`config.mk`:
```
export PLATFORM = sky130hd
export DESIGN_NAME = kcrt_ram
export DESIGN_NICKNAME = d
export VERILOG_FILES = /design/src/sv/kcrt_ram.sv
export SDC_FILE = /design/constraint.sdc
export NUM_CORES = 2
export LEC_CHECK = 0
export BUFFER_PORTS_ARGS = -buffer_cell sky130_fd_sc_hd__buf_2
export CORE_UTILIZATION = 55
export CTS_CLUSTER_SIZE = 14
export DETAILED_ROUTE_END_ITERATION = 8
export PLACE_DENSITY_LB_ADDON = 0.05
export SYNTH_ARGS = -nofsm -noshare
export SYNTH_HDL_FRONTEND = slang
export SYNTH_SLANG_ARGS = --single-unit
```
`constraint.sdc`:
```
create_clock -name clk -period 2.8 [get_ports clk]
set_input_delay 0 -clock clk [delete_from_list [all_inputs] [get_ports clk]]
set_output_delay 0 -clock clk [all_outputs]
set_load 0.005 [all_outputs]
```
`src/sv/kcrt_ram.sv`:
```
// Generic single-write, single-read synchronous RAM, registered read data.
// No dependencies.
`default_nettype none
module kcrt_ram #(
	parameter int WIDTH = 8,
	parameter int DEPTH = 256
) (
	input  wire logic                     clk,
	input  wire logic                     we,
	input  wire logic [$clog2(DEPTH)-1:0] waddr,
	input  wire logic [WIDTH-1:0]         wdata,
	input  wire logic [$clog2(DEPTH)-1:0] raddr,
	output logic      [WIDTH-1:0]         rdata
);

	logic [WIDTH-1:0] mem [DEPTH];

	always_ff @(posedge clk) begin
		if (we)
			mem[waddr] <= wdata;
		rdata <= mem[raddr];
	end

endmodule
`default_nettype wire

```
### Yosys cells after proc, flatten, opt, wreduce, memory -nomap -nowiden

Memory sizes are Yosys's and may differ from the RTL's. A register that Yosys moved wholly into a read port is not among the register bits.
Cells that the tools add are included.
W data, S select, Z words.

| storage, ports and cells | value |
|---|---|
| bits of input ports | 26 |
| memory bits (writable) | 2048 |
| memories | 1 |
| word-level logic and storage cells | 3 |
| register bits after elaboration | 0 |

| operators by class | value |
|---|---|
| muxes and demuxes | 2 |

Memory list:

| name | words | width | rd ports | clocked after Yosys merged registers in | wr ports | RTL line | text |
|---|---|---|---|---|---|---|---|
| mem | 256 | 8 | 1 | 1 | 1 | 16 | `logic [WIDTH-1:0] mem [DEPTH];` |

Operator list:

| kind | number |
|---|---|
| $mux W1 | 2 |

### Logic depth before layout (Yosys ltp)

| depth | value |
|---|---|
| depth in word-level cells | 2 |
| mapped depth | 11 |
| mapped depth without buffers | 6 |

### Worst setup path before layout

No wires, ideal clock.

| timing | value |
|---|---|
| path type | input-to-reg |
| start | input raddr[0] |
| end | register rdata[2], read port of mem |
| library setup time | 131 ps |
| data arrival time | 1807 ps |
| stages | 9 |
| setup slack | 862 ps |
| cells stage by stage | buf_6 > buf_12 > buf_8 > buf_2 > mux4_2 > a22oi_1 > a21oi_1 > nor4_1 > nor4_2 |

RTL lines:

| element | RTL line | text |
|---|---|---|
| from (decl) | 12 | `input wire logic [$clog2(DEPTH)-1:0] raddr,` |
| to (decl) | 13 | `output logic [WIDTH-1:0] rdata` |

==> results.ini <==
[timing]
relSlewSlack=0.318
min_period_ps=2820
setup_viol=1
fmax_ghz=0.355
fin_crit_sh=1.01
fin_worst_skew_ps=27.4
final_hold_viol_count=0
maxSlewViolCount=0
setup_ws_ps=-16.1
tightest_slew_ps=1020
rsz0062_at_grt=no

[logic_synthesis]
synth_top_cells_by_area=edfxtp_1 (77%), mux4_2 (13%), mux2i_1 (1.7%)
synth_edf_count=2048
synth_ff_type=edfxtp_1
synth.largest_area_cell=edfxtp_1
netlist_area_um2=79600
synth-seq-cells=2056
ys_types=55
syn_inst=3733
ys_seq_area_frac=0.775
postSynthNetCount=3759
synth_top_area_share=0.773
postSynthAreaPerCell_um2=21.3
synth_warnings=0
async_reset_ff_frac=0

[worst_setup_path]
arrival_ps=3460
rr_endpoint=rdata[5]
crit_path_max_incr_delay_ps=800
cp.required_ps=3450
path_delay_family=simple AND/OR/NAND/NOR gates
rr_worst_depth=6
crit_slowest_cell=nor3_1
path_class=reg2reg
crit_chain=mux4_2 -> a22o_1 -> a221oi_1 -> o32ai_1 -> nor3_1 -> nor4_1
crit_fanout=1
worstSetupEndpoint=rdata[5]
cp-startpoint=mem[210][5]
cp-start-kind=flip-flop
reg2reg_from=mem[210][5]
crit_cells=6
worst-path-buf-inv=0
end_kind=flip-flop
ff2ff_setup_slack_ps=-20

[route]
drt_pass1_iterations=7
detail_route.vias_per_cell=6.36
routed_wl_um=201000
drc=0
ant_nets=0
vias=40200
drt-initial-drc-count=4925
drt-wirelength-per-cell_um=31.8

[floorplanning]
io_pins=34
core_um2=143000
fp-row-count=139
initial_utilization=0.554
fp.dieW_um=382
die_h_um=382
die-area_um2=146000

[grt]
grt_pass1_vias=41000
antenna_found_initial=14
grt_pass1_wl_um=289000
grt_overflow=0
grt_max_degree=113
grtUsageTotal=0.278

[finish]
finalNonFillerCells=6312
area_delta_synth_final_pct=15.3
layout_common_cells=edfxtp_1 (2,048), mux4_2 (454), buf_4 (438)
drive_gt1_frac=0.292
final_nets=4268
layout_commonest_cell=edfxtp_1
stdcell_area_um2=91700

[job]
cap_violations=0

[placed_design]
placed_cell_area_um2=85100
gp_congestion=0.871
dp.final_hpwl_um=129000
place_inst=5926
portBuffers=33

[clock_tree]
cts_setup_buffers=0
tritoncts=done
insertion_delay_ps=830
numCtsBuffers=200
cts_max_level=4
cts_buffer_depth=3
root_buffer=clkbuf_16
cts_sinks=2056
clkTransAtPathRegs_ps=60

[outcome]
status=finished with violations
violations=setup timing

[pwr]
power.leakage_nw=29.4
ir_drop_mv=0.548
p_total_mw=63.6
powerDensity_nw_per_um2=693

[worst_hold_path]
hp-class=in2reg

-- through the flow --
stage          utilization  hold WS (ps)  worst slack [ps]  TNS (ps)
2_1_floorplan            -          98.9               862         0
3_3_place_gp         0.593           369              -303      -782
3_5_place_dp         0.593           371              -293      -905
4_1_cts              0.639          80.8              37.3         0
5_1_grt              0.639           110              15.6         0
6_report             0.639           122             -16.1     -16.1
-- flip-flops by register name, summed over array words and instances, names as in the netlist --
signal	count
rdata	8
mem	2048
-- logic make-up after synthesis --
group                  share of synthesized area
buffers and inverters                     0.0183
AND/OR/NAND/NOR                           0.0263
multiplexers                               0.146
AO/OA/AOI/OAI                             0.0342
flip-flops                                 0.775
-- how the worst min path moves through the flow --
stage | cells past startpoint | startpoint | to | slack, ps
global placement | 1 | wdata[3] | mem[60][3] | 370
detailed placement | 1 | wdata[3] | mem[61][3] | 370
floorplan | 0 | wdata[0] | mem[0][0] | 100
CTS | 2 | wdata[3] | mem[61][3] | 80
finish | 2 | wdata[3] | mem[61][3] | 120
global route | 2 | wdata[3] | mem[61][3] | 110
-- worst reg2reg max path, delay by kind of cell, from the launching register on --
family / cells / cell delay [ps]
AND/OR/NAND/NOR: 2 / 920
multiplexers: 1 / 460
AO/OA/AOI/OAI: 3 / 900
flip-flops: 1 / 370
-- Yosys cell counts (all sizes together) (10+ instances only) --
| cell | instances |
|---|---|
| nand3 | 34 |
| nor4 | 27 |
| mux4 | 456 |
| clkbuf | 111 |
| nor2b | 31 |
| mux2i | 134 |
| a221oi | 14 |
| nand4 | 10 |
| o21ai | 12 |
| a21oi | 96 |
| nor3 | 22 |
| o211ai | 10 |
| a22oi | 133 |
| edfxtp | 2048 |
| nand2 | 33 |
| o22ai | 28 |
| a211oi | 16 |
| buf | 122 |
| o221ai | 47 |
| nor2 | 282 |
-- area by class of cell --
class / instances / area (um^2)
antenna: 3 / 7.51
clock buffer: 251 / 5400
clock inverter: 115 / 1040
fill: 9680 / 51700
inverter: 2 / 7.51
multi-input combinational: 1442 / 16500
sequential: 2056 / 61700
tap: 1903 / 2380
timing repair buffer: 540 / 4770
-- routing by layer --
| layer | global-route usage | part of all wire | vias up |
|---|---|---|---|
| met3 | 0.0446 | 0.081 | 306 |
| li1 | - | - | 16700 |
| met1 | 0.397 | 0.40 | 21200 |
| met2 | 0.448 | 0.49 | 1902 |
| met4 | 0.0839 | 0.028 | 12 |
| met5 | 0 | 0.00040 | - |
-- power by group --
part / switching (mW) / internal (mW) / total, mW
registers: 0.0509 / 33.9 / 34.0
clock network: 11.1 / 15.2 / 26.3
logic: 2.08 / 1.24 / 3.32
-- timing repair --
action | CTS | global route
setup endpoints to repair | 1 | 0
gates resized for setup | 1 | 0
hold endpoints to repair | 966 | 0
hold buffers | 17 | 0
(Power assumes the default switching activity.)
